`src/rtl/sarma_pkg.sv`:
```
// ----------------------------------------------------------------------------
// sarma_pkg
// Shared word types, register map and fixed constants of the seasonal
// ARMA prediction-error filter.
// ----------------------------------------------------------------------------
package sarma_pkg;

  localparam int unsigned COEF_W      = 16;
  localparam int unsigned TERMS       = 4;   // coefficients packed per register
  localparam int unsigned ROUND_SHIFT = 14;
  localparam int unsigned ACC_W       = 64;
  localparam int unsigned ADDR_W      = 6;
  localparam int unsigned DATA_W      = 64;
  localparam logic [2:0]  SEEN_CAP    = 3'd5;

  localparam logic [2:0] REG_AR_ORDER  = 3'd0;
  localparam logic [2:0] REG_MA_ORDER  = 3'd1;
  localparam logic [2:0] REG_SAR_COUNT = 3'd2;
  localparam logic [2:0] REG_SMA_COUNT = 3'd3;
  localparam logic [2:0] REG_AR_COEF   = 3'd4;
  localparam logic [2:0] REG_MA_COEF   = 3'd5;
  localparam logic [2:0] REG_SAR_COEF  = 3'd6;
  localparam logic [2:0] REG_SMA_COEF  = 3'd7;

  typedef struct packed {
    logic signed [31:0] sample;
    logic               sample_valid;
    logic [7:0]         seas_ar_lag_a;
    logic [7:0]         seas_ar_lag_b;
    logic [7:0]         seas_ar_lag_c;
    logic [7:0]         seas_ar_lag_d;
    logic [7:0]         seas_ma_lag_a;
    logic [7:0]         seas_ma_lag_b;
    logic [7:0]         seas_ma_lag_c;
    logic [7:0]         seas_ma_lag_d;
  } sarma_in_t;

  typedef struct packed {
    logic signed [31:0] seasonal_part;
    logic signed [31:0] adjusted;
    logic signed [31:0] predicted;
    logic signed [31:0] pred_error;
    logic               warming_up;
  } sarma_out_t;

  typedef struct packed {
    logic [2:0]  ar_order;
    logic [2:0]  ma_order;
    logic [2:0]  sar_count;
    logic [2:0]  sma_count;
    logic [63:0] ar_coef;
    logic [63:0] ma_coef;
    logic [63:0] sar_coef;
    logic [63:0] sma_coef;
  } sarma_cfg_t;

endpackage

```
`src/rtl/sarma_mac.sv`:
```
// ----------------------------------------------------------------------------
// sarma_mac
// Shared multiply-accumulate with a saturating 64-bit sum, plus rounding
// of the sum back to the sample format.
// ----------------------------------------------------------------------------
module sarma_mac #(
  parameter int unsigned W = 32
) (
  input  logic                                  clk_i,
  input  logic                                  rst_ni,
  input  logic                                  step_i,
  input  logic                                  clear_i,
  input  logic                                  en_i,
  input  logic signed [W-1:0]                   operand_i,
  input  logic signed [sarma_pkg::COEF_W-1:0]   coef_i,
  output logic signed [W-1:0]                   round_o
);
  import sarma_pkg::*;

  localparam int unsigned SH_W = ACC_W - ROUND_SHIFT;
  localparam logic signed [SH_W-1:0] MAXW = (SH_W'(1) <<< (W - 1)) - SH_W'(1);
  localparam logic signed [SH_W-1:0] MINW = -MAXW - SH_W'(1);

  logic signed [W+COEF_W-1:0] prod;
  logic signed [ACC_W-1:0]    term, base, acc_q, acc_d, rnd;
  logic signed [ACC_W:0]      sum, rsum;
  logic signed [SH_W-1:0]     sh;

  assign prod = operand_i * coef_i;
  assign term = en_i ? ACC_W'(prod) : '0;
  assign base = clear_i ? '0 : acc_q;
  assign sum  = {base[ACC_W-1], base} + {term[ACC_W-1], term};

  always_comb begin
    if (sum[ACC_W] != sum[ACC_W-1]) begin
      acc_d = sum[ACC_W] ? {1'b1, {(ACC_W-1){1'b0}}} : {1'b0, {(ACC_W-1){1'b1}}};
    end else begin
      acc_d = sum[ACC_W-1:0];
    end
  end

  // round half up, then floor shift
  assign rsum = {acc_q[ACC_W-1], acc_q} + (ACC_W+1)'(1 << (ROUND_SHIFT - 1));

  always_comb begin
    if (rsum[ACC_W] != rsum[ACC_W-1]) begin
      rnd = rsum[ACC_W] ? {1'b1, {(ACC_W-1){1'b0}}} : {1'b0, {(ACC_W-1){1'b1}}};
    end else begin
      rnd = rsum[ACC_W-1:0];
    end
  end

  assign sh = rnd[ACC_W-1:ROUND_SHIFT];

  always_comb begin
    if (sh > MAXW) begin
      round_o = {1'b0, {(W-1){1'b1}}};
    end else if (sh < MINW) begin
      round_o = {1'b1, {(W-1){1'b0}}};
    end else begin
      round_o = sh[W-1:0];
    end
  end

  always_ff @(posedge clk_i or negedge rst_ni) begin
    if (!rst_ni) begin
      acc_q <= '0;
    end else if (step_i) begin
      acc_q <= acc_d;
    end
  end

endmodule

```
`config.mk`:
```
export PLATFORM = sky130hd
export DESIGN_NAME = sarma_mac
export DESIGN_NICKNAME = d
export VERILOG_FILES = /design/src/rtl/sarma_pkg.sv /design/src/rtl/sarma_mac.sv
export SDC_FILE = /design/constraint.sdc
export NUM_CORES = 2
export LEC_CHECK = 0
export ABC_AREA = 0
export BUFFER_PORTS_ARGS = -buffer_cell sky130_fd_sc_hd__buf_2
export CAP_MARGIN = 20
export CELL_PAD_IN_SITES_DETAIL_PLACEMENT = 1
export CELL_PAD_IN_SITES_GLOBAL_PLACEMENT = 2
export CORE_ASPECT_RATIO = 0.75
export CORE_MARGIN = 4
export CORE_UTILIZATION = 37
export DETAILED_ROUTE_END_ITERATION = 6
export PLACE_DENSITY = 0.8
export SLEW_MARGIN = 20
export SYNTH_ARGS = -nofsm -noshare
export SYNTH_HDL_FRONTEND = slang
export SYNTH_SLANG_ARGS = --single-unit
```
`constraint.sdc`:
```
create_clock -name clk_i -period 4.1 [get_ports clk_i]
set_clock_uncertainty 0.15 [all_clocks]
set_input_delay 0.615 -clock clk_i [delete_from_list [all_inputs] [get_ports clk_i]]
set_output_delay 0.615 -clock clk_i [all_outputs]
set_load 0.005 [all_outputs]
```
==> flow_summary_export.csv <==
group,metric,value,unit
outcome,status,"complete, but fails checks",
outcome,violations,"negative setup slack",
layout,layoutNonFillerInstCount,5001,
clocking,clock_latency,0.36,ns
sta,finalCriticalPeriod,9.58,ns
setup_path,critPathRequiredTime,4.18,ns
setup_path,crit_top_cell,"fa_1",
setup_path,max_stage_delay,0.55,ns
layout,top_regs,"acc_q (64)",
flow_run,drv_cap,0,
clocking,clock-sinks,64,
global_routing,gr-total-overflow,0,
sta,tns,-357.66,ns
placement,dp.cells,4898,
routing,viasPerCell,5.18,
floorplan,core_area,71900,µm²
sta,relSlewSlack,0.383,
logic_synthesis,syn_area,26900,µm²
clocking,htree_levels,3,
setup_path,worstSetupPathType,"in2reg",
layout,largest_register_ffs,64,
placement,gp_congestion,0.934,
layout,regMostFlops,"acc_q",
global_routing,grt_first_pass_wirelength,160,mm
placement,port_buffers,84,
sta,setup_viol,95,
logic_synthesis,synthTopCellsByCount,"inv_1 (642), fa_1 (487), nand2_1 (406)",
layout,drive_gt1_frac,0.299,
logic_synthesis,ys.flop_type,"dfrtp_1",
placement,dp_hpwl,82.5,mm
setup_path,r2r_start,"acc_q[15]",
logic_synthesis,ys_seq_elements,64,
logic_synthesis,syn_avg_cell_area,8.10,µm²
setup_path,r2r_setup_slack,-0.03,ns
layout,final_nets,4761,
logic_synthesis,yosysWarningCount,0,
logic_synthesis,netlist_instances,3321,
routing,drc,0,
clocking,cts_tree,"done",
routing,via_count,25900,
placement,pre_cts_slack,-6.46,ns
logic_synthesis,yosysSeqAreaShare,0.0595,
logic_synthesis,synth_top_area_frac,0.362,
logic_synthesis,async_flop_share,1.00,
global_routing,grt_usage,0.255,
logic_synthesis,synth.net_count,4042,
setup_path,rr_worst_depth,17,
sta,fin_ws,-5.48,ns
placement,post_dp_cell_area,34000,µm²
routing,drt_iter0_drc,1359,
sta,max_freq,104,MHz
routing,ant_nets,0,
routing,post_drt_wl_per_cell,20.1,µm
clocking,cts_made_buffers,9,
setup_path,rr_endpoint,"acc_q[54]",
layout,multiInputGateArea,23800,µm²
logic_synthesis,synth_edf_count,0,
sta,worst_pin_slew,0.920,ns
worst_hold_path,hold_path.class,"in2async",
floorplan,fp.dieArea,77100,µm²
layout,fill_cells,8599,
floorplan,num_rows,85,
sta,hold_viol_final,0,
floorplan,dieWidth,319,µm
setup_path,cp_data_arrival_time,9.66,ns
layout,seqCellArea,1600,µm²
clocking,clock-root-buffer,"clkbuf_16",
logic_synthesis,yosysTopAreaCell,"fa_1",
layout,syn2layout_area_growth,36.1,%
logic_synthesis,synth_cell_type_count,84,
sta,slew_viol_final,0,
floorplan,fp.dieH,242,µm
clocking,clkTransAtPathRegs,0.06,ns
setup_path,critPathCaptureType,"flip-flop",
sta,timing.final.crit_share,2.34,
floorplan,ios,85,
layout,n_antenna_cell,0,
setup_path,critPathSlowestCell,"fa_1",
floorplan,start_util,0.374,
sta,rsz0062_at_grt,"yes",
logic_synthesis,synth_most_common_cell,"inv_1",
setup_path,start_kind,"input pin",
layout,finalInstanceArea,36600,µm²
logic_synthesis,synth_area_leaders,"fa_1 (36%), inv_1 (9.0%), ha_1 (8.4%)",
setup_path,worstPathMaxFanout,7,
global_routing,grt_pass1_vias,29600,
global_routing,antenna_found_initial,1,
routing,wl,101,mm
clocking,cts_buffer_depth,2,
routing,dr.pass1.iters,5,
global_routing,grt_max_degree,46,
## cell usage in the layout, fill, tap and decap left out, types with 29 or more instances in the layout
cell	count
o21ai_1	29
fa_1	469
dfrtp_1	64
o21ai_0	62
buf_12	35
nor2b_1	58
and2_1	223
xor2_1	42
nor2_1	134
a21oi_1	120
a21o_1	51
ha_1	154
nand3_1	42
buf_4	712
buf_6	37
o21ai_2	62
nand2_1	394
nand4_1	37
inv_1	627
xnor2_1	104
a21oi_2	43
buf_2	58
## how the worst max path moves through the flow
stage / slack (ns) / startpoint / to / cells past startpoint
after floorplan: -4.74 / operand_i[20] / acc_q[57] / 39
after global placement: -6.22 / coef_i[6] / acc_q[2] / 41
after detailed placement: -6.46 / coef_i[6] / acc_q[44] / 40
after CTS: -5.38 / coef_i[5] / acc_q[60] / 42
after global routing: -5.85 / coef_i[15] / acc_q[57] / 40
final: -5.48 / coef_i[9] / acc_q[57] / 40
## worst max-delay path, delay by kind of cell
kind	cells	cell delay (ns)
adder cells (fa/ha/maj)	8	3.71
AND/OR/NAND/NOR	10	2.08
AO/OA/AOI/OAI	10	1.73
buffers and inverters	10	1.27
XOR/XNOR	2	0.24
## kinds of logic after synthesis
logic type | synth area share
and+or+nand+nor | 0.192
buffers and inverters | 0.115
adders and majority gates | 0.450
AOI/OAI and AO/OA | 0.131
xor gates and xnor gates | 0.0491
DFF | 0.0595
muxes | 0.00363
## layout make-up
class / count / area share
repair buffers: 873 / 0.200
multi-input cells: 2448 / 0.650
inverters: 644 / 0.0660
clock inverters: 3 / 0.000478
well taps: 957 / 0.0327
flip-flops and latches: 64 / 0.0437
clock buffers: 12 / 0.00700
## stage by stage
step | hold slack [ns] | util
floorplan | 0.169 | -
global placement | 0.323 | 0.472
detailed placement | 0.337 | 0.472
CTS | 0.243 | 0.495
global route | 0.293 | 0.509
finish | 0.234 | 0.509
## routing by layer
| metal | track usage | vias to the layer above | wire length, µm |
|---|---|---|---|
| li1 | - | 11800 | - |
| met1 | 0.339 | 13400 | 44700 |
| met2 | 0.446 | 486 | 49500 |
| met3 | 0.0312 | 154 | 3910 |
| met4 | 0.0567 | 0 | 2530 |
| met5 | 0 | - | 0 |
## timing repair
action | 4_1_cts | 5_1_grt
buffers inserted | 46 | 36
cloned | 9 | 8
pin swaps | 90 | 132
setup endpoints to repair | 95 | 95
hold buffers | 0 | 0
resized for setup | 217 | 199
Power is left out: the tool's default activity adds up to more than one toggle a clock period on the data nets, which glitch-free logic cannot reach.
