==> src/rtl/sarma_pkg.sv <==
// ----------------------------------------------------------------------------
// sarma_pkg
// Shared word types, register map and fixed constants of the seasonal
// ARMA prediction-error filter.
// ----------------------------------------------------------------------------
package sarma_pkg;

  localparam int unsigned COEF_W      = 16;
  localparam int unsigned TERMS       = 4;   // coefficients packed per register
  localparam int unsigned ROUND_SHIFT = 14;
  localparam int unsigned ACC_W       = 64;
  localparam int unsigned ADDR_W      = 6;
  localparam int unsigned DATA_W      = 64;
  localparam logic [2:0]  SEEN_CAP    = 3'd5;

  localparam logic [2:0] REG_AR_ORDER  = 3'd0;
  localparam logic [2:0] REG_MA_ORDER  = 3'd1;
  localparam logic [2:0] REG_SAR_COUNT = 3'd2;
  localparam logic [2:0] REG_SMA_COUNT = 3'd3;
  localparam logic [2:0] REG_AR_COEF   = 3'd4;
  localparam logic [2:0] REG_MA_COEF   = 3'd5;
  localparam logic [2:0] REG_SAR_COEF  = 3'd6;
  localparam logic [2:0] REG_SMA_COEF  = 3'd7;

  typedef struct packed {
    logic signed [31:0] sample;
    logic               sample_valid;
    logic [7:0]         seas_ar_lag_a;
    logic [7:0]         seas_ar_lag_b;
    logic [7:0]         seas_ar_lag_c;
    logic [7:0]         seas_ar_lag_d;
    logic [7:0]         seas_ma_lag_a;
    logic [7:0]         seas_ma_lag_b;
    logic [7:0]         seas_ma_lag_c;
    logic [7:0]         seas_ma_lag_d;
  } sarma_in_t;

  typedef struct packed {
    logic signed [31:0] seasonal_part;
    logic signed [31:0] adjusted;
    logic signed [31:0] predicted;
    logic signed [31:0] pred_error;
    logic               warming_up;
  } sarma_out_t;

  typedef struct packed {
    logic [2:0]  ar_order;
    logic [2:0]  ma_order;
    logic [2:0]  sar_count;
    logic [2:0]  sma_count;
    logic [63:0] ar_coef;
    logic [63:0] ma_coef;
    logic [63:0] sar_coef;
    logic [63:0] sma_coef;
  } sarma_cfg_t;

endpackage

==> src/rtl/sarma_cfg.sv <==
// ----------------------------------------------------------------------------
// sarma_cfg
// APB register bank: model orders, seasonal counts and packed coefficients.
// ----------------------------------------------------------------------------
module sarma_cfg (
  input  logic                      clk_i,
  input  logic                      rst_ni,
  input  logic                      psel,
  input  logic                      penable,
  input  logic                      pwrite,
  input  logic [sarma_pkg::ADDR_W-1:0] paddr,
  input  logic [sarma_pkg::DATA_W-1:0] pwdata,
  output logic [sarma_pkg::DATA_W-1:0] prdata,
  output logic                      pready,
  output sarma_pkg::sarma_cfg_t     cfg_o
);
  import sarma_pkg::*;

  sarma_cfg_t cfg_q, cfg_d;
  logic [2:0] idx;
  logic       wr;

  assign idx    = paddr[5:3];
  assign wr     = psel && penable && pwrite;
  assign pready = 1'b1;
  assign cfg_o  = cfg_q;

  always_comb begin
    cfg_d = cfg_q;
    if (wr) begin
      unique case (idx)
        REG_AR_ORDER:  cfg_d.ar_order  = pwdata[2:0];
        REG_MA_ORDER:  cfg_d.ma_order  = pwdata[2:0];
        REG_SAR_COUNT: cfg_d.sar_count = pwdata[2:0];
        REG_SMA_COUNT: cfg_d.sma_count = pwdata[2:0];
        REG_AR_COEF:   cfg_d.ar_coef   = pwdata;
        REG_MA_COEF:   cfg_d.ma_coef   = pwdata;
        REG_SAR_COEF:  cfg_d.sar_coef  = pwdata;
        REG_SMA_COEF:  cfg_d.sma_coef  = pwdata;
        default:       cfg_d = cfg_q;
      endcase
    end
  end

  always_comb begin
    unique case (idx)
      REG_AR_ORDER:  prdata = DATA_W'(cfg_q.ar_order);
      REG_MA_ORDER:  prdata = DATA_W'(cfg_q.ma_order);
      REG_SAR_COUNT: prdata = DATA_W'(cfg_q.sar_count);
      REG_SMA_COUNT: prdata = DATA_W'(cfg_q.sma_count);
      REG_AR_COEF:   prdata = cfg_q.ar_coef;
      REG_MA_COEF:   prdata = cfg_q.ma_coef;
      REG_SAR_COEF:  prdata = cfg_q.sar_coef;
      REG_SMA_COEF:  prdata = cfg_q.sma_coef;
      default:       prdata = '0;
    endcase
  end

  always_ff @(posedge clk_i or negedge rst_ni) begin
    if (!rst_ni) begin
      cfg_q <= sarma_cfg_t'{ar_order: 3'd1, default: '0};
    end else begin
      cfg_q <= cfg_d;
    end
  end

endmodule

==> config.mk <==
export PLATFORM = sky130hd
export DESIGN_NAME = sarma_cfg
export DESIGN_NICKNAME = d
export VERILOG_FILES = /design/src/rtl/sarma_pkg.sv /design/src/rtl/sarma_cfg.sv
export SDC_FILE = /design/constraint.sdc
export NUM_CORES = 1
export LEC_CHECK = 0
export ABC_CLOCK_PERIOD_IN_PS = 2600
export BUFFER_PORTS_ARGS = -buffer_cell sky130_fd_sc_hd__buf_2
export CELL_PAD_IN_SITES_DETAIL_PLACEMENT = 0
export CELL_PAD_IN_SITES_GLOBAL_PLACEMENT = 1
export CORE_AREA = 10 10 217 157
export CTS_BUF_LIST = sky130_fd_sc_hd__clkbuf_8 sky130_fd_sc_hd__clkbuf_16
export CTS_CLUSTER_DIAMETER = 40
export DETAILED_ROUTE_END_ITERATION = 16
export DIE_AREA = 0 0 227 167
export PLACE_DENSITY = 0.78
export SLEW_MARGIN = 5
export SYNTH_ARGS = -nofsm -noshare
export SYNTH_HDL_FRONTEND = slang
export SYNTH_SLANG_ARGS = --single-unit
==> constraint.sdc <==
create_clock -name clk_i -period 2.6 [get_ports clk_i]
set_input_delay 0.52 -clock clk_i [delete_from_list [all_inputs] [get_ports clk_i]]
set_output_delay 0.52 -clock clk_i [all_outputs]
set_load 0.02 [all_outputs]
==> results of run 1 <==
## routing by layer
metal	GRT usage, %	wire length, µm
met4	4.08	568
met1	24.5	15400
met5	0	23
met3	6.02	3040
met2	31.5	18000
## report_power, final
group / switching (mW) / internal, mW / total (mW) / leakage, nW
sequential: 0.656 / 5.00 / 5.65 / 3.42
clock: 1.89 / 2.85 / 4.74 / 0.577
combinational: 2.29 / 1.72 / 4.01 / 3.93
total: 4.84 / 9.57 / 14.4 / 7.93
## per-stage QoR
stage | std cells | area, µm² | hold slack [ns] | setup WS [ns]
after global routing | 1559 | 15900 | 0.0291 | 0.101
after CTS | 1558 | 15900 | 0.00427 | 0.157
after global placement | 1495 | 14700 | 0.490 | 0.170
after detailed placement | 1495 | 14700 | 0.494 | 0.157
final | 1559 | 15900 | -0.00713 | 0.176
after floorplan | 729 | 12100 | 0.224 | 0.358
## cells by family after synthesis
family	Yosys count	synth area share (%)
mux	338	37.7
flops	268	55.4
simple gates	74	4.18
buf+inv	48	2.70
other cells	1	0.0310
## cell usage after synthesis (all sizes together)
library cell  instances  share of area (%)
nand4b                1               0.20
nand2                 1              0.031
mux4                 67                 12
mux2                271                 25
or3                   1              0.052
nand2b                2               0.17
conb                  1              0.031
nand4                 1               0.10
and2                 61                3.2
clkbuf               10               0.31
dfstp                 1               0.22
nor2                  6               0.43
buf                  38                2.4
nor3                  1              0.041
dfrtp               267                 55
## worst paths after layout
| path | end | depth (start not counted) | from |
|---|---|---|---|
| max | prdata[15] | 5 | paddr[3] |
| min | cfg_o[82]$_DFFE_PN0P_ | 1 | rst_ni |
| max reg2reg | cfg_o[267]$_DFFE_PN0P_ | 1 | cfg_o[267]$_DFFE_PN0P_ |
| min reg2reg | cfg_o[190]$_DFFE_PN0P_ | 1 | cfg_o[190]$_DFFE_PN0P_ |
| max in group asynchronous | cfg_o[166]$_DFFE_PN0P_ | 2 | rst_ni |
| min in group clk_i | cfg_o[76]$_DFFE_PN0P_ | 2 | pwdata[12] |
## final cells by class
class | instances | area (µm²)
Antenna cell | 1 | 2.50
Clock buffer | 41 | 981
Clock inverter | 22 | 181
Fill cell | 2525 | 13900
Multi-Input combinational cell | 413 | 5070
Sequential cell | 268 | 6710
Tap cell | 385 | 482
Timing Repair Buffer | 429 | 2440
## critical path: cells and delay by family
kind,cells,cell delay (ns)
and+or+nand+nor,1,0.20
muxes,1,0.53
buffers and inverters,3,0.62
==> summary.md, run 1 <==
| Metric | Value |
|---|---|
| Fmax | a little over 0.4 GHz |
| Final min period | 2.42 ns |
| Total GRT Usage | just under 20% |
| Initial Utilization | between 40% and 50% |
| Vias in the first global route | 8905 |
| Remaining Overflow, GRT | 0 |
| Post-Syn Area per Cell | ~17 µm² |
| Routability cong. | 0.791 |
| Final wirelength | between 30 and 40 mm |
| Ports | 408 |
| Min-delay worst type | in2async |
| Critical-path cell list | buf_4 > buf_12 > mux4_2 > and2_1 > buf_2 |
| Iteration count of the initial detailed-routing pass | 4 |
| Synthesized area | roughly 12000 µm² |
| Max capacitance violation total | 0 |
| Num CTS Buffers | 36 |
| # H-tree levels | 2 |
| HPWL after DPL | 27.1 mm |
| Util after Layout | between 50 and 60% |
| Core Footprint | 29800 µm² |
| 1st-iter DRT viols | 428 |
| Layout area overhead | 31.1% |
| RSZ-0062 raised after global routing | false |
| Clock slew at reported path FFs | around 0.050 ns |
| Number of distinct library cells after synthesis | 20 |
| Worst EP required | between 2 and 2.5 ns |
| Post-cts resize count | 0 |
| Site Rows | 53 |
| Peak supply drop | roughly 0.51 mV |
| Commonest non-fill, non-tap cell in the layout | buf_2 |
| Fin crit share | about 93% |
| Clock Latency Late Sink | 0.49 ns |
| Root buf cell | clkbuf_16 |
| Max reg flops | ~270 |
| Synth warn | 0 |
| Violated checks | negative hold slack |
| Die span in x | between 200 and 250 µm |
| CTS Sinks | 268 |
| Pwr per Cell Area | between 900 and 1000 nW/µm² |
| Worst hold slack | -0.00713 ns |
| Clock Skew | 0 ns |
| Proportion of layout cells with a drive suffix above 1 | about 70% |
| Number of setup buffers added after CTS | 0 |
| Antenna violations before repair | 4 |
| DR vias | 8140 |
| Crit path max fanout | 27 |
| Final Max Tran Viols | 0 |
| Worst EP arrival | approximately 1.9 ns |
| Status | finished, violations left |
| Net Count, Synth | ~800 |
| Worst setup SP type | input pin |
| CTS tree | yes |
| Largest net degree at the start of global routing | about 70 |
| Drt wl/cell | between 20 and 25 µm |
| First-pass GRT wire length | roughly 57 mm |
| Worst Max-Slew Pin Slew | 0.579 ns |
| Final hold vios | 8 |
| Number of buffers added on ports | slightly above 400 |
| Setup_tns | 0 ns |
| Pwr Total | about 14 mW |
| # DRC | 0 |
| Commonest cells after routing, fill and taps aside | 400 x buf_2, 267 x dfrtp_1, 248 x mux2_2, 67 x mux4_2, 61 x and2_1 |
| Max stage delay on crit path | about 0.53 ns |
| Die height | 167 µm |
| Die area | about 38000 µm² |
| Count of state elements after synthesis | roughly 270 |
| Synthesized netlist cell count | approximately 730 |
| Final antenna-violating net count | 0 |
| Seq/Total Area, Yosys | a little under three fifths |
| Final setup viols | 0 |
| CP max stage cell | mux4_2 |
| Slew HR | between 60% and 70% |
| Hold Buf Count CTS | 0 |
| Nets | between 1000 and 1500 |
| R2R setup slack | ~1.8 ns |
| Pleak | a little under 8 nW |
| Via/cell ratio | around 5.2 |
| CP Class | in2out |
| CP endpoint kind | output port |
| CTS Buffer Depth | 3 |
No activity file was read; power rests on OpenSTA's default activity.
==> run 2, diff against run 1 <==
Settings changed: ABC_CLOCK_PERIOD_IN_PS 2600 to 3100, CORE_AREA 10 10 217 157 to 10 10 210 152, DIE_AREA 0 0 227 167 to 0 0 220 162, PLACE_DENSITY 0.78 to 0.83.
Clock period 2.6 ns to 3.1 ns, I/O delays scaled along.
==> run 2 against run 1 <==
The flow now finishes without violations. Final area decreased by 0.89%. Utilization increased by 3.5 points. Sequential power is 16% lower. Die area decreased by 6.0%. Global-route usage rose by 1.4 points. First-iteration DRC count is 23% higher. Flip-flop and latch count is the same. Cell count decreased by 1.0%. Critical path depth unchanged. Clock power shrank 19%.
==> summary.md, run 2 (synthesis gave the netlist of run 1 again) <==
| Metric | Value |
|---|---|
| Nets | 1221 (-0.16%) |
| Clock group share of total power | 32.2% (-0.7 points) |
| Clock slew at reported path FFs | 0.06 ns (about the same) |
| Worst EP arrival | 2.20 ns (+0.30 ns) |
| Final wirelength | 37.4 mm (+0.81%) |
| Ports | 408 (unchanged) |
| Max stage delay on crit path | 0.54 ns (about the same) |
| Worst Max-Slew Pin Slew | 0.755 ns (+0.176 ns) |
| Pleak | 7.89 nW (-0.60%) |
| Crit path max fanout | 16 (-41%) |
| Max reg flops | 268 (unchanged) |
| CTS tree | yes |
| Worst setup SP type | input pin |
| Largest net degree at the start of global routing | 91 (+28%) |
| DR vias | 8137 (-0.037%) |
| Critical-path cell list | buf_4 > buf_4 > mux4_2 > and2_1 > buf_2 |
| First-pass GRT wire length | 57.2 mm (+0.13%) |
| Total GRT Usage | 20.6% (+1.4 points) |
| Clock Latency Late Sink | 0.51 ns (+0.02 ns) |
| Levels on crit path | 5 (unchanged) |
| Most common cell on crit path | buf_4 |
| Number of setup buffers added after CTS | 0 (unchanged) |
| Vias in the first global route | 9078 (+1.9%) |
| Max capacitance violation total | 0 (unchanged) |
| Final min period | ~2.8 ns |
| Number of buffers added on ports | 403 (unchanged) |
| Register share of total power | 39.6% (+0.4 points) |
| Die height | 162 µm (-3.0%) |
| Antenna violations before repair | 2 (-2) |
| RSZ-0062 raised after global routing | false |
| R2R setup slack | 2.27 ns (+0.51 ns) |
| Slew HR | 49.6% (-11 points) |
| CTS Sinks | 268 (unchanged) |
| Met1 wire length | 15.3 mm (-0.97%) |
| Routability cong. | 0.762 (-3.7%) |
| Fin crit share | about nine tenths |
| Final setup viols | 0 (unchanged) |
| Final antenna-violating net count | 0 (unchanged) |
| Met2 WL | 18.1 mm (+0.37%) |
| Routed wl met3 | 3.24 mm (+6.6%) |
| CP Class | in2out |
| Die span in x | 220 µm (-3.1%) |
| Hold Buf Count CTS | 0 (unchanged) |
| CP max stage cell | mux4_2 |
| Top routing layer used | met5 |
| # H-tree levels | 2 (unchanged) |
| Status | finished clean |
| Remaining Overflow, GRT | 0 (unchanged) |
| Share of total power in combinational logic | 28.2% (+0.3 points) |
| Final hold vios | 0 (-8) |
| Site Rows | 51 (-3.8%) |
| Iteration count of the initial detailed-routing pass | 4 (unchanged) |
| Peak supply drop | 0.503 mV (-1.5%) |
| Net switching power | 4.01 mW (-17%) |
| # DRC | 0 (unchanged) |
| CTS Buffer Depth | 3 (unchanged) |
| CP bufs+invs | 3 (unchanged) |
| Switching Fraction | 33.6% (about the same) |
| Crit-path leading delay family | buffers and inverters |
| Fmax | ~0.36 GHz |
| Setup_tns | 0 ns (unchanged) |
| Internal cell power | 7.94 mW (-17%) |
| R2r worst-path depth | 1 (unchanged) |
| Final Max Tran Viols | 0 (unchanged) |
| Die area | 35600 µm² (-6.0%) |
| Pwr per Cell Area | 761 nW/µm² (-16%) |
| Via/cell ratio | 5.27 (+1.0%) |
| Root buf cell | clkbuf_16 |
| 1st-iter DRT viols | 527 (+23%) |
| Post-cts resize count | 0 (unchanged) |
| Clock Skew | 0 ns (unchanged) |
| Min-delay worst type | in2async |
| Core Footprint | 27700 µm² (-7.0%) |
| Num CTS Buffers | 35 (-2.8%) |
| Commonest non-fill, non-tap cell in the layout | buf_2 |
| Drt wl/cell | 24.2 µm (+1.9%) |
| Proportion of layout cells with a drive suffix above 1 | 69.1% (about the same) |
| Initial Utilization | 43.7% (+3.1 points) |
| Worst EP required | 2.48 ns (+0.40 ns) |
| Layout area overhead | 29.9% |
| Commonest cells after routing, fill and taps aside | 400 x buf_2, 267 x dfrtp_1, 248 x mux2_2, 67 x mux4_2, 61 x and2_1 |
| HPWL after DPL | 27.1 mm (about the same) |
| Pwr Total | 12.0 mW (-17%) |
| CP endpoint kind | output port |
-- run 2: power groups by stage --
stage,registers [mW],logic [mW],clock network (mW)
3_5_place_dp,4.79,3.43,0
6_report,4.74,3.37,3.85
4_1_cts,4.74,3.43,3.93
5_1_grt,4.84,3.59,4.12
2_1_floorplan,5.52,1.22,0
3_3_place_gp,4.76,3.38,0
-- run 2: area by class of cell --
type,instances,area [µm²]
Sequential cell,268,6710
Antenna cell,2,5.00
Clock buffer,38,917
Tap cell,371,464
Multi-Input combinational cell,413,5070
Fill cell,2348,12000
Clock inverter,23,189
Timing Repair Buffer,428,2370
-- run 2: worst paths after layout --
kind,to,from
setup / recovery,prdata[32],paddr[3]
hold / removal,cfg_o[205]$_DFFE_PN0P_,rst_ni
setup reg to reg,cfg_o[267]$_DFFE_PN0P_,cfg_o[267]$_DFFE_PN0P_
hold reg to reg,cfg_o[180]$_DFFE_PN0P_,cfg_o[180]$_DFFE_PN0P_
max in group asynchronous,cfg_o[120]$_DFFE_PN0P_,rst_ni
min in group clk_i,cfg_o[185]$_DFFE_PN0P_,pwdata[57]
-- run 2: routing by layer --
metal | track usage (%) | vias to the layer above
li1 | - | 3543
met1 | 25.6 | 4255
met2 | 33.7 | 288
met3 | 7.00 | 49
met4 | 5.71 | 2
met5 | 0 | -
-- run 2: metrics by stage --
stage	hold WS (ns)	instance area [µm²]	std cells	utilization, %	setup WS, ns
2_1_floorplan	0.324	12100	729	-	0.658
3_5_place_dp	0.495	14600	1480	52.8	0.250
3_3_place_gp	0.492	14600	1480	52.8	0.285
5_1_grt	0.164	15700	1542	56.8	0.188
6_report	0.111	15700	1543	56.8	0.283
4_1_cts	0.137	15700	1541	56.8	0.250
==> run 3, diff against run 2 <==
--- a/config.mk
+++ b/config.mk
@@ -7,13 +7,13 @@
 export LEC_CHECK = 0
 export ABC_CLOCK_PERIOD_IN_PS = 3100
-export BUFFER_PORTS_ARGS = -buffer_cell sky130_fd_sc_hd__buf_2
 export CELL_PAD_IN_SITES_DETAIL_PLACEMENT = 0
 export CELL_PAD_IN_SITES_GLOBAL_PLACEMENT = 1
-export CORE_AREA = 10 10 210 152
+export CORE_AREA = 10 10 189 138
 export CTS_BUF_LIST = sky130_fd_sc_hd__clkbuf_8 sky130_fd_sc_hd__clkbuf_16
 export CTS_CLUSTER_DIAMETER = 40
 export DETAILED_ROUTE_END_ITERATION = 16
-export DIE_AREA = 0 0 220 162
-export PLACE_DENSITY = 0.83
+export DIE_AREA = 0 0 199 148
+export DONT_BUFFER_PORTS = 1
+export PLACE_DENSITY = 0.81
 export SLEW_MARGIN = 5
 export SYNTH_ARGS = -nofsm -noshare
==> constraint.sdc (replaced) <==
create_clock -name clk_i -period 3.1 [get_ports clk_i]
set_input_delay 0 -clock clk_i [delete_from_list [all_inputs] [get_ports clk_i]]
set_output_delay 0 -clock clk_i [all_outputs]
set_load 0.02 [all_outputs]
==> run 3 against run 2 <==
The run now ends with negative hold slack left. Global-route usage is 2.0 points higher. Die area is 17% lower. Wire length is 8.3% lower. Largest power group unchanged. Non-clock buffer count is 348 lower. Sequential share of layout area is 5.3 points higher. Final area is 11% lower. Hold slack worse by 0.96 ns. Sequential power is 23% higher. Highest routed layer is now met4. Setup slack better by 0.93 ns. Utilization is 5.9 points higher. Clock power is 5.2% lower. Critical endpoint is now prdata[1]. Flip-flop and latch count stayed put.
==> summary.md, run 3 (synthesis gave the netlist of run 1 again) <==
| Metric | Value |
|---|---|
| Hold Buf Count CTS | 73 (+73) |
| Max reg flops | 268 (unchanged) |
| Remaining Overflow, GRT | 0 (unchanged) |
| Max capacitance violation total | 0 (unchanged) |
| Worst Max-Slew Pin Slew | 0.770 ns (+0.0142 ns) |
| Core Footprint | 22300 µm² (-19%) |
| Die area | 29500 µm² (-17%) |
| Worst hold slack | -0.851 ns (-0.962 ns) |
| Antenna violations before repair | 0 (-2) |
| Max stage delay on crit path | 0.51 ns (-0.03 ns) |
| Drt wl/cell | 31.0 µm (+28%) |
| Internal cell power | 7.24 mW (-8.9%) |
| Fmax | 0.531 GHz (+50%) |
| Pleak | 6.15 nW (-22%) |
| Commonest cells after routing, fill and taps aside | 267 x dfrtp_1, 248 x mux2_2, 73 x dlygate4sd3_1, 67 x mux4_2, 61 x and2_1 |
| Nets | 869 (-29%) |
| Routability cong. | 0.800 (+5.1%) |
| Ports | 408 (unchanged) |
| R2R setup slack | 1.62 ns (-0.65 ns) |
| Iteration count of the initial detailed-routing pass | 4 (unchanged) |
| Pwr per Cell Area | 780 nW/µm² (+2.6%) |
| Number of setup buffers added after CTS | 0 (unchanged) |
| Total GRT Usage | 22.7% (+2.0 points) |
| Final antenna-violating net count | 0 (unchanged) |
| Share of total power in combinational logic | 13.0% (-15 points) |
| Proportion of layout cells with a drive suffix above 1 | 46.9% (-22 points) |
| CTS tree | yes |
| Violated checks | negative hold slack |
| # H-tree levels | 1 (-1) |
| Largest net degree at the start of global routing | 269 (+200%) |
| Setup ws final | 1.22 ns (+0.934 ns) |
| Number of buffers added on ports | 0 (-100%) |
| Num CTS Buffers | 31 (-11%) |
| CTS Buffer Depth | 3 (unchanged) |
| Clock slew at reported path FFs | 0.06 ns (about the same) |
| RSZ-0062 raised after global routing | false |
| Slew HR | 48.6% (-1.1 points) |
| Final hold vios | 268 (+268) |
| Final Max Tran Viols | 0 (unchanged) |
| Net switching power | 3.68 mW (-8.3%) |
| Worst setup SP type | flop |
| Die height | 148 µm (-8.6%) |
| Site Rows | 46 (-9.8%) |
| Fin crit share | 60.7% (-30 points) |
| CP endpoint kind | output port |
| Clock group share of total power | 33.4% (+1.2 points) |
| Placed insts | 976 (-34%) |
| Post-cts resize count | 0 (unchanged) |
| HPWL after DPL | 23.0 mm (-15%) |
| Placed Area | 12200 µm² (-16%) |
| First-pass GRT wire length | 51.6 mm (-9.8%) |
| Final Instance Area | 14000 µm² (-11%) |
| Switching Fraction | 33.7% (+0.14 points) |
| Inserted Diodes | 0 (-2) |
| Layout area overhead | 15.6% |
| CP Class | reg2out |
| Min-delay worst type | in2async |
| Initial Utilization | 54.2% (+10 points) |
| Root buf cell | clkbuf_16 |
| Post-Layout Cell Count | 1106 (-28%) |
| Die span in x | 199 µm (-9.5%) |
| Vias in the first global route | 7836 (-14%) |
| Final min period | 1.88 ns (-0.934 ns) |
| Final setup viols | 0 (unchanged) |
| CTS Sinks | 268 (unchanged) |
| Via/cell ratio | 6.23 (+18%) |
| DR vias | 6890 (-15%) |
| # DRC | 0 (unchanged) |
| 1st-iter DRT viols | 241 (-54%) |
| Status | finished, violations left |
| Commonest non-fill, non-tap cell in the layout | dfrtp_1 |
| Critical-path cell list | mux4_2 > mux2_2 |
| Peak supply drop | 0.486 mV (-3.3%) |
| Worst EP required | 3.10 ns (+0.62 ns) |
| CP max stage cell | mux4_2 |
| Final wirelength | 34.3 mm (-8.3%) |
| Fillers | 1607 (-32%) |
| Clock Latency Late Sink | 0.54 ns (+0.03 ns) |
| Crit path max fanout | 3 (-13) |
| Clock Skew | 0 ns (unchanged) |
| Setup_tns | 0 ns (unchanged) |
| Worst EP arrival | 1.88 ns (-0.32 ns) |
| Register share of total power | 53.6% (+14 points) |
| Dpl ws | 1.28 ns (+1.03 ns) |
## run 3: layer usage
metal  part of all wire [%]  global-route usage (%)
met1                     35                    25.0
met2                     51                    39.3
met3                     11                    9.80
met4                    2.5                    5.67
met5                      0                       0
## run 3: critical path: cells and delay by family (launching register included)
family / cells / cell delay [ns]
mux: 2 / 0.85
flops: 1 / 0.48
## run 3: area by class of cell
cell class | instances | area [µm²] | area share [%]
tap | 288 | 360 | 2.57
clock buffer | 37 | 858 | 6.13
sequential | 268 | 6710 | 47.9
timing repair buffer | 80 | 808 | 5.78
multi-input combinational | 413 | 5070 | 36.2
clock inverter | 20 | 190 | 1.36
## run 3: worst paths after layout
check,start,to,cells past startpoint
min in group clk_i,pwrite,cfg_o[26]$_DFFE_PN0P_,3
min reg2reg,cfg_o[74]$_DFFE_PN0P_,cfg_o[74]$_DFFE_PN0P_,1
min,rst_ni,cfg_o[60]$_DFFE_PN0P_,0
max reg2reg,cfg_o[267]$_DFFE_PN0P_,cfg_o[267]$_DFFE_PN0P_,2
max in group asynchronous,rst_ni,cfg_o[163]$_DFFE_PN0P_,0
max,cfg_o[257]$_DFFE_PN0P_,prdata[1],2
## run 3: stage by stage
stage / total power [mW] / utilization [%] / hold slack (ns)
global route: 11.4 / 62.7 / -0.880
floorplan: 6.74 / - / -0.296
detailed placement: 7.25 / 54.7 / -0.289
finish: 10.9 / 62.7 / -0.851
global placement: 7.14 / 54.7 / -0.288
CTS: 11.0 / 62.7 / -0.874
## run 3: power groups by stage
stage	sequential, mW	clock, mW	combinational (mW)
after floorplan	5.52	0	1.22
after global placement	5.89	0	1.25
after detailed placement	5.94	0	1.31
after CTS	5.88	3.71	1.44
after global routing	5.95	3.87	1.53
final	5.85	3.65	1.42
